File: src/hw/rtl/sod_pkg.sv
`default_nettype none
package sod_pkg;

    localparam int MAX_BITS   = 8;
    localparam int TABLE_SIZE = 1 << MAX_BITS;

    localparam logic [1:0] ACT_WRITE   = 2'd0;
    localparam logic [1:0] ACT_COMPUTE = 2'd1;
    localparam logic [1:0] ACT_READ    = 2'd2;

    localparam logic [3:0] INPUT_BITS_RESET = 4'd8;

    typedef struct packed {
        logic [1:0] action;
        logic [7:0] index;
        logic [7:0] entry_value;
    } in_item_t;

    typedef struct packed {
        logic [7:0] result_value;
        logic       success;
    } out_item_t;

    typedef struct packed {
        logic sbox_wr;
        logic rd_in;
        logic ld_idx;
        logic start;
        logic i_zero;
        logic i_one;
        logic i_inc;
        logic a_inc;
        logic t_one;
        logic t_inc;
        logic diff_clr;
        logic diff_rd_d;
        logic diff_inc;
        logic ld_c0;
        logic mark_wr;
        logic ortho_clr;
        logic ortho_wr;
        logic set_success;
        logic out_load_rd;
        logic out_load_cmp;
    } cmd_t;

    typedef struct packed {
        logic i_last;
        logic a_last;
        logic t_last;
        logic under_half;
        logic t_fail;
        logic out_free;
    } sts_t;

endpackage
`default_nettype wire

File: src/hw/rtl/sod_ctrl.sv
`default_nettype none
module sod_ctrl
    import sod_pkg::*;
(
    input  wire logic      clk,
    input  wire logic      rst_n,
    input  wire logic      in_valid,
    input  wire logic [1:0] in_action,
    output logic           in_ready,
    input  wire sts_t      sts,
    output cmd_t           cmd
);

    localparam logic [3:0] ST_IDLE = 4'd0;
    localparam logic [3:0] ST_RD   = 4'd1;
    localparam logic [3:0] ST_CLR  = 4'd2;
    localparam logic [3:0] ST_X1   = 4'd3;
    localparam logic [3:0] ST_X2   = 4'd4;
    localparam logic [3:0] ST_X3   = 4'd5;
    localparam logic [3:0] ST_M1   = 4'd6;
    localparam logic [3:0] ST_M2   = 4'd7;
    localparam logic [3:0] ST_M3   = 4'd8;
    localparam logic [3:0] ST_M4   = 4'd9;
    localparam logic [3:0] ST_S1   = 4'd10;
    localparam logic [3:0] ST_S2   = 4'd11;
    localparam logic [3:0] ST_DONE = 4'd12;

    logic [3:0] state_reg, state_next;

    always_ff @(posedge clk or negedge rst_n)
    begin
        if (!rst_n)
            state_reg <= ST_IDLE;
        else
            state_reg <= state_next;
    end

    assign in_ready = state_reg == ST_IDLE;

    always_comb
    begin
        cmd        = '0;
        state_next = state_reg;
        unique case (state_reg)
            ST_IDLE:
            begin
                cmd.rd_in = 1'b1;
                if (in_valid)
                begin
                    unique case (in_action)
                        ACT_WRITE:   cmd.sbox_wr = 1'b1;
                        ACT_COMPUTE:
                        begin
                            cmd.start  = 1'b1;
                            cmd.i_zero = 1'b1;
                            state_next = ST_CLR;
                        end
                        ACT_READ:
                        begin
                            cmd.ld_idx = 1'b1;
                            state_next = ST_RD;
                        end
                        default: ;
                    endcase
                end
            end
            ST_RD:
            begin
                if (sts.out_free)
                begin
                    cmd.out_load_rd = 1'b1;
                    state_next      = ST_IDLE;
                end
            end
            ST_CLR:
            begin
                cmd.diff_clr = 1'b1;
                if (sts.i_last)
                begin
                    cmd.i_zero = 1'b1;
                    state_next = ST_X1;
                end
                else
                    cmd.i_inc = 1'b1;
            end
            ST_X1: state_next = ST_X2;
            ST_X2:
            begin
                cmd.diff_rd_d = 1'b1;
                state_next    = ST_X3;
            end
            ST_X3:
            begin
                cmd.diff_inc = 1'b1;
                if (sts.i_last)
                begin
                    cmd.i_zero = 1'b1;
                    state_next = ST_M1;
                end
                else
                begin
                    cmd.i_inc  = 1'b1;
                    state_next = ST_X1;
                end
            end
            ST_M1: state_next = ST_M2;
            ST_M2:
            begin
                cmd.ld_c0  = 1'b1;
                cmd.i_one  = 1'b1;
                state_next = ST_M3;
            end
            ST_M3: state_next = ST_M4;
            ST_M4:
            begin
                cmd.mark_wr = 1'b1;
                if (sts.i_last)
                begin
                    if (sts.under_half)
                    begin
                        cmd.ortho_clr = 1'b1;
                        state_next    = ST_DONE;
                    end
                    else
                    begin
                        cmd.t_one  = 1'b1;
                        cmd.i_one  = 1'b1;
                        state_next = ST_S1;
                    end
                end
                else
                begin
                    cmd.i_inc  = 1'b1;
                    state_next = ST_M3;
                end
            end
            ST_S1: state_next = ST_S2;
            ST_S2:
            begin
                priority if (sts.t_fail)
                begin
                    if (sts.t_last)
                    begin
                        cmd.ortho_clr = 1'b1;
                        state_next    = ST_DONE;
                    end
                    else
                    begin
                        cmd.t_inc  = 1'b1;
                        cmd.i_one  = 1'b1;
                        state_next = ST_S1;
                    end
                end
                else if (sts.i_last)
                begin
                    cmd.ortho_wr = 1'b1;
                    if (sts.a_last)
                    begin
                        cmd.set_success = 1'b1;
                        state_next      = ST_DONE;
                    end
                    else
                    begin
                        cmd.a_inc  = 1'b1;
                        cmd.i_zero = 1'b1;
                        state_next = ST_CLR;
                    end
                end
                else
                begin
                    cmd.i_inc  = 1'b1;
                    state_next = ST_S1;
                end
            end
            ST_DONE:
            begin
                if (sts.out_free)
                begin
                    cmd.out_load_cmp = 1'b1;
                    state_next       = ST_IDLE;
                end
            end
            default: state_next = ST_IDLE;
        endcase
    end

endmodule
`default_nettype wire
File: config.mk
export PLATFORM = sky130hd
export DESIGN_NAME = sod_ctrl
export DESIGN_NICKNAME = d
export VERILOG_FILES = /design/src/hw/rtl/sod_pkg.sv /design/src/hw/rtl/sod_ctrl.sv
export SDC_FILE = /design/constraint.sdc
export NUM_CORES = 1
export LEC_CHECK = 0
export BUFFER_PORTS_ARGS = -buffer_cell sky130_fd_sc_hd__buf_4
export CELL_PAD_IN_SITES_DETAIL_PLACEMENT = 1
export CELL_PAD_IN_SITES_GLOBAL_PLACEMENT = 1
export CORE_UTILIZATION = 32
export DETAILED_ROUTE_END_ITERATION = 16
export PLACE_DENSITY_LB_ADDON = 0.1
export REMOVE_ABC_BUFFERS = 1
export SYNTH_ARGS = -nofsm -noshare
export SYNTH_HDL_FRONTEND = slang
export SYNTH_SLANG_ARGS = --single-unit
File: constraint.sdc
create_clock -name clk -period 2.6 [get_ports clk]
set_input_delay 0.39 -clock clk [delete_from_list [all_inputs] [get_ports clk]]
set_output_delay 0.39 -clock clk [all_outputs]
set_load 0.005 [all_outputs]
# Word-level counts from Yosys, hierarchy flattened

Cells that the tools add are included.

Flip-flop bits (word level): 4
Input port bits: 11
Output and inout bits: 21
Logic and storage cells: 76

Equality and inequality tests: 18
Muxes and demuxes: 51
Reductions and logical operators: 6

Operators by type and width:

| cell                                                            | number |
|---|---|
| 4-bit case mux with 12 select lines                             | 1 |
| 1-bit 2-to-1 mux                                                | 28 |
| 4-bit 2-to-1 mux                                                | 7 |
| 4-bit == test, second input constant                            | 5 |
| 4-bit by 3-bit == test with 1-bit output, second input constant | 4 |
| 3-bit 2-to-1 mux                                                | 5 |
| 2-bit 2-to-1 mux                                                | 5 |
| 4-bit by 2-bit == test with 1-bit output, second input constant | 2 |
| 4-bit case mux with 2 select lines                              | 1 |
| 1-bit case mux with 3 select lines                              | 2 |
| 4-bit by 1-bit == test with 1-bit output, second input constant | 1 |
| 4-bit zero test                                                 | 1 |
| 2-bit != test, second input constant                            | 2 |
| 1-bit case mux with 2 select lines                              | 2 |
| 4-bit AND reduction                                             | 1 |
| 2-bit OR reduction                                              | 2 |
| 3-bit by 1-bit != test with 1-bit output, second input constant | 1 |
| 3-bit OR reduction                                              | 1 |
| 2-bit by 1-bit == test with 1-bit output, second input constant | 1 |
| 2-bit == test, second input constant                            | 1 |
| 2-bit zero test                                                 | 1 |
| 2-bit by 1-bit != test with 1-bit output, second input constant | 1 |

# Logic depth before layout (Yosys ltp)

Gate-level depths: netlist of the first run.

Depth in word-level cells: 4
Mapped depth: 6
Depth with buffers taken out: 4

# Worst setup path before layout of the first run

OpenSTA, ideal clock, no wires.

Path type: flip-flop to output port
From: register state_reg[3]
To: output port cmd[15] (netlist name)
Arrival time: 1248 ps
Setup slack: 962 ps
Cell stages (with the launch flop): 5
Buffers on the path: 0
Path through: dfrtp_1 nor4_4 nand2_2 nor3b_2 a311o_1

RTL lines:

| what                     | line           | source |
|---|---|---|
| start: declaration       | sod_ctrl.sv:28 | `logic [3:0] state_reg, state_next;` |
| start signal: assignment | sod_ctrl.sv:35 | `state_reg <= state_next;` |
| end: declaration         | sod_ctrl.sv:11 | `output cmd_t cmd` |

==> flow_metrics.env, run 1 <==
export IMPL_dieWidth_um=46.1
export IMPL_outcome="finished clean"
export IMPL_gp_congestion=0.755
export IMPL_clkTransAtPathRegs_ns=0.04
export IMPL_layout_drive_gt1_share_pct=40.7
export IMPL_hold_viol_final=0
export IMPL_track_usage_pct=19.9
export IMPL_core_area_um2=1780
export IMPL_htreeDepth=1
export IMPL_start_util_pct=34.9
export IMPL_std_cell_rows=15
export IMPL_die_area_um2=2130
export IMPL_clockBufferDepth=2
export IMPL_syn_inst=85
export IMPL_p_per_area_nw_per_um2=826
export IMPL_portBuffers=31
export IMPL_seqPwrFrac_pct=30.9
export IMPL_timing_final_ws_setup_ns=0.325
export IMPL_holdWs_ns=0.358
export IMPL_pre_cts_ws_ns=0.593
export IMPL_required_ns=2.21
export IMPL_layout_min_cycle_time_ns=2.27
export IMPL_p_comb_share_pct=57.7
export IMPL_p_int_mw=0.372
export IMPL_clock_skew_ns=0.00653
export IMPL_ys_seq_area_share_pct=16.1
export IMPL_layout_nets=126
export IMPL_hold_class="in -> reg"
export IMPL_num_vias=725
export IMPL_crit_type="reg -> out"
export IMPL_startpoint_type="flip-flop"
export IMPL_n_antenna_cell=0
export IMPL_ys_seq_elements=4
export IMPL_grt_pass1_wl_um=3040
export IMPL_maxSlewViolCount=0
export IMPL_synth_edf_count=0
export IMPL_yosysWarnings=0
export IMPL_largest_reg_flops=4
export IMPL_max_stage_delay_ns=0.74
export IMPL_drt_iter0_markers=6
export IMPL_ant_nets=0
export IMPL_wl_per_cell_um=14.2
export IMPL_async_flop_share_pct=100
export IMPL_io_pins=32
export IMPL_setup_viol=0
export IMPL_grt_overflow_total=0
export IMPL_drcViolationCount=0
export IMPL_power_mw=0.718
export IMPL_cts_made_buffers=3
export IMPL_clock_latency_ns=0.25
export IMPL_tns_ns=0
export IMPL_routed_wl_um=1960
export IMPL_cp_max_fo=19
export IMPL_post_route_util_pct=48.8
export IMPL_drt_vias_per_instance=5.25
export IMPL_worstHoldStart="sts[0]"
export IMPL_endpoint_kind="output pin"
export IMPL_slowest_stage="dfrtp_1"
export IMPL_cp_startpoint="state_reg[0]"
export IMPL_slew_headroom_pct=55.9
export IMPL_hpwl_um=1500
export IMPL_cts_setup_buffers=0
export IMPL_grt_start_max_net_pins=22
export IMPL_path_cells="nand4b_2, nor3_2, a311o_1, buf_4"
export IMPL_area_growth_pct=39.6
export IMPL_die_y_um=46.1
export IMPL_p_leak_nw=0.403
export IMPL_p_clk_share_pct=11.4
export IMPL_peakVddDrop_v=0.000327
export IMPL_ys_flop_type="dfrtp_1"
export IMPL_fin_crit_sh_pct=87.5
export IMPL_switchingPower_mw=0.346
export IMPL_fmax_ghz=0.440
export IMPL_clockRootBuffer="clkbuf_4"
export IMPL_worstReg2RegStart="state_reg[1]"
export IMPL_first_pass_iters=4
export IMPL_first_global_vias=658
export IMPL_swShare_pct=48.3
export IMPL_rsz0062_at_grt="false"
export IMPL_tritoncts="built"
export IMPL_synth_area_um2=623
export IMPL_ys_types=41
export IMPL_avgSynthCellArea_um2=7.33
export IMPL_maxCapViolCount=0
export IMPL_critPathArrivalTime_ns=1.88
export IMPL_antenna_found_initial=0
export IMPL_clock_sinks=4
export IMPL_worst_slew_pin_transition_ns=0.662
[final cells by class]
type / count / area [um^2]
clock buffer: 3 / 22.5
inverter: 5 / 18.8
sequential: 4 / 100
timing repair buffer: 32 / 243
multi-input combinational: 69 / 454
fill: 232 / 913
tap: 25 / 31.3
[path summary, 6_finish.rpt]
path                       slack (ns)  depth (start not counted)           end
max in group asynchronous        2.01                          2  state_reg[1]
hold / removal                   0.36                          2  state_reg[0]
min in group asynchronous        0.48                          2  state_reg[2]
setup / recovery                 0.33                          4       cmd[15]
setup reg to reg                 0.91                          4  state_reg[1]
hold reg to reg                  0.89                          2  state_reg[2]
[metrics by stage]
step,std cells,area [um^2]
4_1_cts,138,870
3_3_place_gp,134,837
3_5_place_dp,134,837
5_1_grt,138,870
6_report,138,870
2_1_floorplan,78,573
[metal layers]
layer / routed length (um) / GRT usage [%] / up-vias
met1: 912 / 27.1 / 338
met4: 8 / 3.53 / 0
met3: 103 / 4.71 / 2
met5: 0 / 0 / -
li1: - / - / 361
met2: 936 / 32.1 / 24
[synth_stat cells, drive strengths merged (2+ instances only)]
master | instances | area share (%)
nor2 | 9 | 5.8
buf | 6 | 6.8
nor3b | 3 | 4.4
nor3 | 7 | 7.2
o21ai | 5 | 4.0
inv | 5 | 3.0
a31oi | 3 | 3.0
nor4 | 2 | 4.4
nand2b | 4 | 4.4
dfrtp | 4 | 16
a21oi | 2 | 1.6
nand2 | 13 | 8.2
o22ai | 2 | 2.0
nor2b | 2 | 2.0
[power by group through the flow]
stage / Sequential (mW) / Combinational, mW / Clock [mW]
2_1_floorplan: 0.186 / 0.264 / 0
3_3_place_gp: 0.215 / 0.408 / 0
3_5_place_dp: 0.218 / 0.416 / 0
4_1_cts: 0.218 / 0.418 / 0.0839
5_1_grt: 0.232 / 0.458 / 0.0891
6_report: 0.222 / 0.414 / 0.0820
[repair_timing]
action                    in CTS  in global routing
hold buffers                   1                  0
hold endpoints to repair       4                  0
gates resized for setup        0                  0
[kinds of logic after synthesis]
| kind of cell | count (synthesis) | share of synthesized area [%] |
|---|---|---|
| AOI/OAI and AO/OA | 21 | 24.5 |
| DFF | 4 | 16.1 |
| and+or+nand+nor | 47 | 47.0 |
| xor gates and xnor gates | 1 | 1.41 |
| buffers and inverters | 12 | 11.0 |
[layout by cell type (no fill, tap or decap), drive strengths merged, types with 2 or more instances in the layout]
cell type	instances
nor2b	2
a21oi	2
nor3	7
buf	31
clkbuf	3
dfrtp	4
nor3b	3
a31oi	3
nand2	13
nand2b	4
o21ai	5
nor2	9
o22ai	2
inv	5
nor4	2
[critical path, delay by kind of cell, from the launching register on]
family                 cells  cell delay, ns
flip-flops                 1            0.74
AND/OR/NAND/NOR            2            0.63
AO/OA/AOI/OAI              1            0.16
buffers and inverters      1            0.11
Power figures use the tool's default switching activity.
==> inputs of run 2 (changes only) <==
- ABC_AREA: default -> 1
- CORE_UTILIZATION: 32 -> 28
- MAX_ROUTING_LAYER: default -> met4
==> run 2 against run 1 <==
  * Cell count rose by 27%
  * Global-route usage fell by 1.3 points
  * Clock power fell by 5.6%
  * Critical path type unchanged
  * Sequential cell count did not move
  * First-iteration DRC count fell by 50%
  * Clock-buffer cell count did not move
  * Clock skew fell by 0.0045 ns
  * Design area fell by 0.43%
  * Wire length fell by 3.1%
==> flow_metrics.env, run 2 <==
export IMPL_grt_start_max_net_pins=9
export IMPL_synth_top_family_by_area="simple AND/OR/NAND/NOR gates"
export IMPL_rsz0062_at_grt="false"
export IMPL_async_flop_share_pct=100
export IMPL_synthXorXnorAreaFrac_pct=0
export IMPL_peakVddDrop_v=0.000400
export IMPL_synth_simple_area_share_pct=58.1
export IMPL_synth_area_um2=582
export IMPL_routed_wl_um=1900
export IMPL_post_place_cells=171
export IMPL_post_route_util_pct=44.1
export IMPL_ys_flop_type="dfrtp_1"
export IMPL_clock_latency_ns=0.24
export IMPL_swShare_pct=51.9
export IMPL_tns_ns=0
export IMPL_largest_reg_flops=4
export IMPL_fillers=307
export IMPL_grt_overflow_total=0
export IMPL_portBuffers=31
export IMPL_maxSlewViolCount=0
export IMPL_syn_inst=115
export IMPL_drt_vias_per_instance=4.49
export IMPL_wl_per_cell_um=10.9
export IMPL_p_int_mw=0.347
export IMPL_synth_compound_area_share_pct=5.38
export IMPL_synth_edf_count=0
export IMPL_first_global_vias=720
export IMPL_synth_fa_ha_area_share_pct=0
export IMPL_yosysMostFrequentCell="nand2_1"
export IMPL_num_vias=786
export IMPL_instances_no_fill=175
export IMPL_hold_class="in -> async"
export IMPL_layout_drive_gt1_share_pct=26.4
export IMPL_htreeDepth=1
export IMPL_antenna_found_initial=0
export IMPL_setup_viol=0
export IMPL_endpoint_kind="output pin"
export IMPL_p_per_area_nw_per_um2=833
export IMPL_p_clk_share_pct=10.7
export IMPL_synth_area_leaders="nand2_1 25%, dfrtp_1 17%, inv_1 17%, nor2_1 14%, nand3_1 6.0%"
export IMPL_startpoint_type="flip-flop"
export IMPL_most_common_layout_cells="38 x nand2_1, 31 x buf_4, 26 x inv_1, 22 x nor2_1, 7 x nand3_1"
export IMPL_hpwl_um=1680
export IMPL_clockBufferDepth=2
export IMPL_synth_top_area_share_pct=24.5
export IMPL_clockRootBuffer="clkbuf_4"
export IMPL_std_cell_rows=16
export IMPL_ys_types=15
export IMPL_track_usage_pct=18.6
export IMPL_first_pass_iters=3
export IMPL_avgSynthCellArea_um2=5.06
export IMPL_outcome="finished clean"
export IMPL_ant_nets=0
export IMPL_gp_congestion=0.775
export IMPL_tritoncts="built"
export IMPL_die_y_um=47.6
export IMPL_grt_pass1_wl_um=2920
export IMPL_layout_nets=161
export IMPL_p_leak_nw=0.573
export IMPL_drt_iter0_markers=3
export IMPL_required_ns=2.21
export IMPL_crit_type="reg -> out"
export IMPL_yosysWarnings=0
export IMPL_layout_min_cycle_time_ns=1.96
export IMPL_final_common_cell="nand2_1"
export IMPL_synth_commonest_cells="38 x nand2_1, 26 x inv_1, 22 x nor2_1, 7 x nand3_1, 4 x dfrtp_1"
export IMPL_hold_viol_final=0
export IMPL_worst_slew_pin_transition_ns=0.310
export IMPL_clock_sinks=4
export IMPL_fin_crit_sh_pct=75.4
export IMPL_drcViolationCount=0
export IMPL_dieWidth_um=47.6
export IMPL_critPathArrivalTime_ns=1.57
export IMPL_die_area_um2=2260
export IMPL_area_growth_pct=48.8
export IMPL_fmax_ghz=0.510
export IMPL_start_util_pct=29.7
export IMPL_cts_made_buffers=3
export IMPL_cts_setup_buffers=0
export IMPL_io_pins=32
export IMPL_slew_headroom_pct=79.3
export IMPL_ys_seq_elements=4
export IMPL_synth_largest_area_cell="nand2_1"
export IMPL_r2r_slack_ns=1.24
export IMPL_clkTransAtPathRegs_ns=0.04
export IMPL_ctsHoldBuffers=1
export IMPL_n_antenna_cell=0
export IMPL_clock_skew_ns=0.00200
export IMPL_seqPwrFrac_pct=19.2
export IMPL_ys_seq_area_share_pct=17.2
export IMPL_p_comb_share_pct=70.1
export IMPL_synthMuxAreaShare_pct=0
export IMPL_core_area_um2=1960
export IMPL_switchingPower_mw=0.375
export IMPL_cts_resized=0
export IMPL_maxCapViolCount=0
export IMPL_cp_max_fo=8
[run 2: cell count changes in the layout (fill, tap and decap cells not counted), moves of 2 or more]
cell      previous run  this run
a31oi_1              3         1
inv_1                4        26
nand2_1             12        38
nand2b_1             3         0
nand3_1              1         7
nand4_1              0         3
nor2_1               8        22
nor2_4               0         2
nor2b_1              2         0
nor3_1               5         0
nor3_2               2         0
nor3b_1              2         0
o22ai_1              2         0
[run 2: final cells by class]
type | count | area (um^2) | area share [%]
inverters | 26 | 97.6 | 11.3
well taps | 27 | 33.8 | 3.90
clock buffers | 3 | 22.5 | 2.60
repair buffers | 32 | 243 | 28.0
flip-flops and latches | 4 | 100 | 11.6
multi-input cells | 83 | 369 | 42.6
[run 2: worst max-delay path: stages (launching register included)]
cell     delay [ns]
dfrtp_1        0.43
nor2_2         0.30
nand2_1        0.16
inv_1          0.12
nand4_1        0.11
nand3_1        0.10
buf_4          0.11
[run 2: power by group through the flow]
stage / clock (mW) / combinational, mW / sequential, mW
after global placement: 0 / 0.494 / 0.137
after floorplan: 0 / 0.320 / 0.128
after global routing: 0.0849 / 0.577 / 0.145
after detailed placement: 0 / 0.511 / 0.139
after CTS: 0.0786 / 0.514 / 0.139
final: 0.0774 / 0.505 / 0.138
[run 2: worst paths after layout]
kind | cells after the start | startpoint | endpoint
worst min-delay path | 2 | rst_n | state_reg[3]
worst min register to register | 2 | state_reg[3] | state_reg[3]
max in group asynchronous | 2 | rst_n | state_reg[0]
min in group clk | 5 | sts[5] | state_reg[2]
worst max-delay path | 6 | state_reg[3] | cmd[15]
worst max register to register | 7 | state_reg[3] | state_reg[2]
[run 2: metrics by stage]
step / setup slack [ns] / hold WS [ns] / cell area [um^2] / total power [mW]
final: 0.639 / 0.487 / 866 / 0.721
after global routing: 0.481 / 0.494 / 866 / 0.807
after CTS: 0.632 / 0.489 / 866 / 0.731
after detailed placement: 0.875 / 0.189 / 833 / 0.650
after global placement: 0.939 / 0.187 / 833 / 0.632
after floorplan: 1.11 / 0.0944 / 567 / 0.448
[run 2: routing by layer]
layer | vias to the layer above | GRT usage (%) | share of wire (%) | wire length (um)
li1 | 410 | - | - | -
met1 | 355 | 21.1 | 43 | 810
met2 | 21 | 35.1 | 54 | 1020
met3 | 0 | 4.53 | 3.6 | 69
met4 | 0 | 0 | 0 | 0
met5 | - | - | 0 | 0
[run 2: logic make-up after synthesis]
family	count (synthesis)
and+or+nand+nor	77
buffers and inverters	28
AOI/OAI and AO/OA	6
DFF	4
==> inputs of run 3 (changes only) <==
- ABC_AREA: 1 -> 0
- CORE_UTILIZATION: 28 -> 30
- clock period: 2.6 -> 1.9 ns (I/O delays scaled with it)
==> run 3 against run 2 <==
  * Wire length increased by 29%
  * Design area increased by 19%
  * Setup slack got worse by 0.60 ns
  * Clock skew increased by 0.0027 ns
  * Cell count decreased by 9.1%
  * Clock power increased by 41%
  * Utilization increased by 8.2 points
  * Die area about the same
  * Clock-buffer cell count unchanged
  * Critical path type unchanged
==> flow_metrics.env, run 3 (synthesized netlist as in run 1, its figures left out) <==
export IMPL_outcome="finished clean"
export IMPL_layout_nets=145
export IMPL_largest_reg_flops=4
export IMPL_tns_ns=0
export IMPL_fillers=268
export IMPL_core_area_um2=1960
export IMPL_rsz0062_at_grt="true"
export IMPL_grt_overflow_total=0
export IMPL_first_global_vias=730
export IMPL_p_per_area_nw_per_um2=1250
export IMPL_endpoint_kind="output pin"
export IMPL_dieWidth_um=47.6
export IMPL_drt_iter0_markers=11
export IMPL_clock_latency_ns=0.24
export IMPL_layout_min_cycle_time_ns=1.87
export IMPL_wl_met1_um=1070
export IMPL_final_common_cell="buf_4"
export IMPL_clock_sinks=4
export IMPL_top_layer="met4"
export IMPL_area_growth_pct=64.9
export IMPL_std_cell_rows=16
export IMPL_worst_slew_pin_transition_ns=0.423
export IMPL_most_common_layout_cells="50 x buf_4, 12 x nand2_1, 8 x nor2_1"
export IMPL_portBuffers=31
export IMPL_first_pass_iters=4
export IMPL_wl_met3_um=99
export IMPL_gp_congestion=0.871
export IMPL_slew_headroom_pct=71.6
export IMPL_num_vias=821
export IMPL_critPathArrivalTime_ns=1.58
export IMPL_grt_start_max_net_pins=14
export IMPL_htreeDepth=1
export IMPL_setup_viol=0
export IMPL_p_leak_nw=0.497
export IMPL_clockRootBuffer="clkbuf_4"
export IMPL_track_usage_pct=20.5
export IMPL_hold_class="in -> reg"
export IMPL_route_met2_wl_um=1270
export IMPL_cp_max_fo=7
export IMPL_cts_made_buffers=3
export IMPL_clock_skew_ns=0.00475
export IMPL_maxSlewViolCount=0
export IMPL_peakVddDrop_v=0.000463
export IMPL_routed_wl_um=2450
export IMPL_clockBufferDepth=2
export IMPL_antenna_found_initial=0
export IMPL_ant_nets=0
export IMPL_fmax_ghz=0.536
export IMPL_post_route_util_pct=52.4
export IMPL_die_y_um=47.6
export IMPL_fin_crit_sh_pct=98.2
export IMPL_crit_type="reg -> out"
export IMPL_layout_drive_gt1_share_pct=53.8
export IMPL_start_util_pct=31.8
export IMPL_clkTransAtPathRegs_ns=0.04
export IMPL_grt_pass1_wl_um=3230
export IMPL_drt_vias_per_instance=5.16
export IMPL_required_ns=1.62
export IMPL_drcViolationCount=0
export IMPL_io_pins=32
export IMPL_hpwl_um=1580
export IMPL_startpoint_type="flip-flop"
export IMPL_tritoncts="built"
export IMPL_wl_per_cell_um=15.4
export IMPL_hold_viol_final=0
export IMPL_n_antenna_cell=0
export IMPL_maxCapViolCount=0
export IMPL_die_area_um2=2260
run 3: critical path, stage by stage (launching register included):
cell	delay (ns)
dfrtp_2	0.46
nor4_4	0.33
nand2_2	0.10
nor3b_2	0.23
a311o_1	0.14
buf_4	0.10
run 3: report_power, final:
group | switching [mW] | internal, mW | total, mW
Combinational | 0.440 | 0.515 | 0.955
Sequential | 0.0913 | 0.127 | 0.219
Clock | 0.0382 | 0.0709 | 0.109
Total | 0.570 | 0.713 | 1.28
run 3: routing by layer:
metal	global-route usage, %	up-vias
li1	-	397
met1	26.9	395
met2	34.5	27
met3	2.26	2
met4	3.33	0
met5	-	-
run 3: final cells by class:
type,count,area (um^2),area share (%)
tap,27,33.8,3.29
timing repair buffer,51,385,37.5
sequential,4,105,10.2
multi-input combinational,69,462,44.9
clock buffer,3,22.5,2.19
inverter,5,18.8,1.83
run 3: path summary, 6_finish.rpt:
| check | startpoint | endpoint | slack (ns) | cells past startpoint |
|---|---|---|---|---|
| max in group asynchronous | rst_n | state_reg[2] | 1.39 | 2 |
| min in group asynchronous | rst_n | state_reg[3] | 0.39 | 2 |
| max reg2reg | state_reg[1] | state_reg[1] | 0.43 | 5 |
| max | state_reg[2] | cmd[15] | 0.03 | 5 |
| min reg2reg | state_reg[0] | state_reg[1] | 0.76 | 2 |
| min | sts[0] | state_reg[0] | 0.27 | 2 |
run 3: stage by stage:
stage / setup WS, ns / power (mW) / instances / area [um^2] / hold WS (ns)
6_report: 0.0341 / 1.28 / 159 / 1030 / 0.267
5_1_grt: -0.0803 / 1.38 / 159 / 1030 / 0.278
4_1_cts: -0.00418 / 1.10 / 147 / 930 / 0.291
3_5_place_dp: 0.180 / 0.958 / 142 / 885 / 0.0842
3_3_place_gp: 0.190 / 0.948 / 142 / 885 / 0.0817
2_1_floorplan: 0.214 / 0.615 / 78 / 573 / -0.0106
run 3: timing repair:
item / 4_1_cts / 5_1_grt
gates resized for setup: 4 / 2
setup buffers: 1 / 12
pin swaps: 1 / 3
cloned: 0 / 0
endpoints found under the setup margin: 2 / 4
endpoints found under the hold margin: 4 / 0
hold buffers: 1 / 0
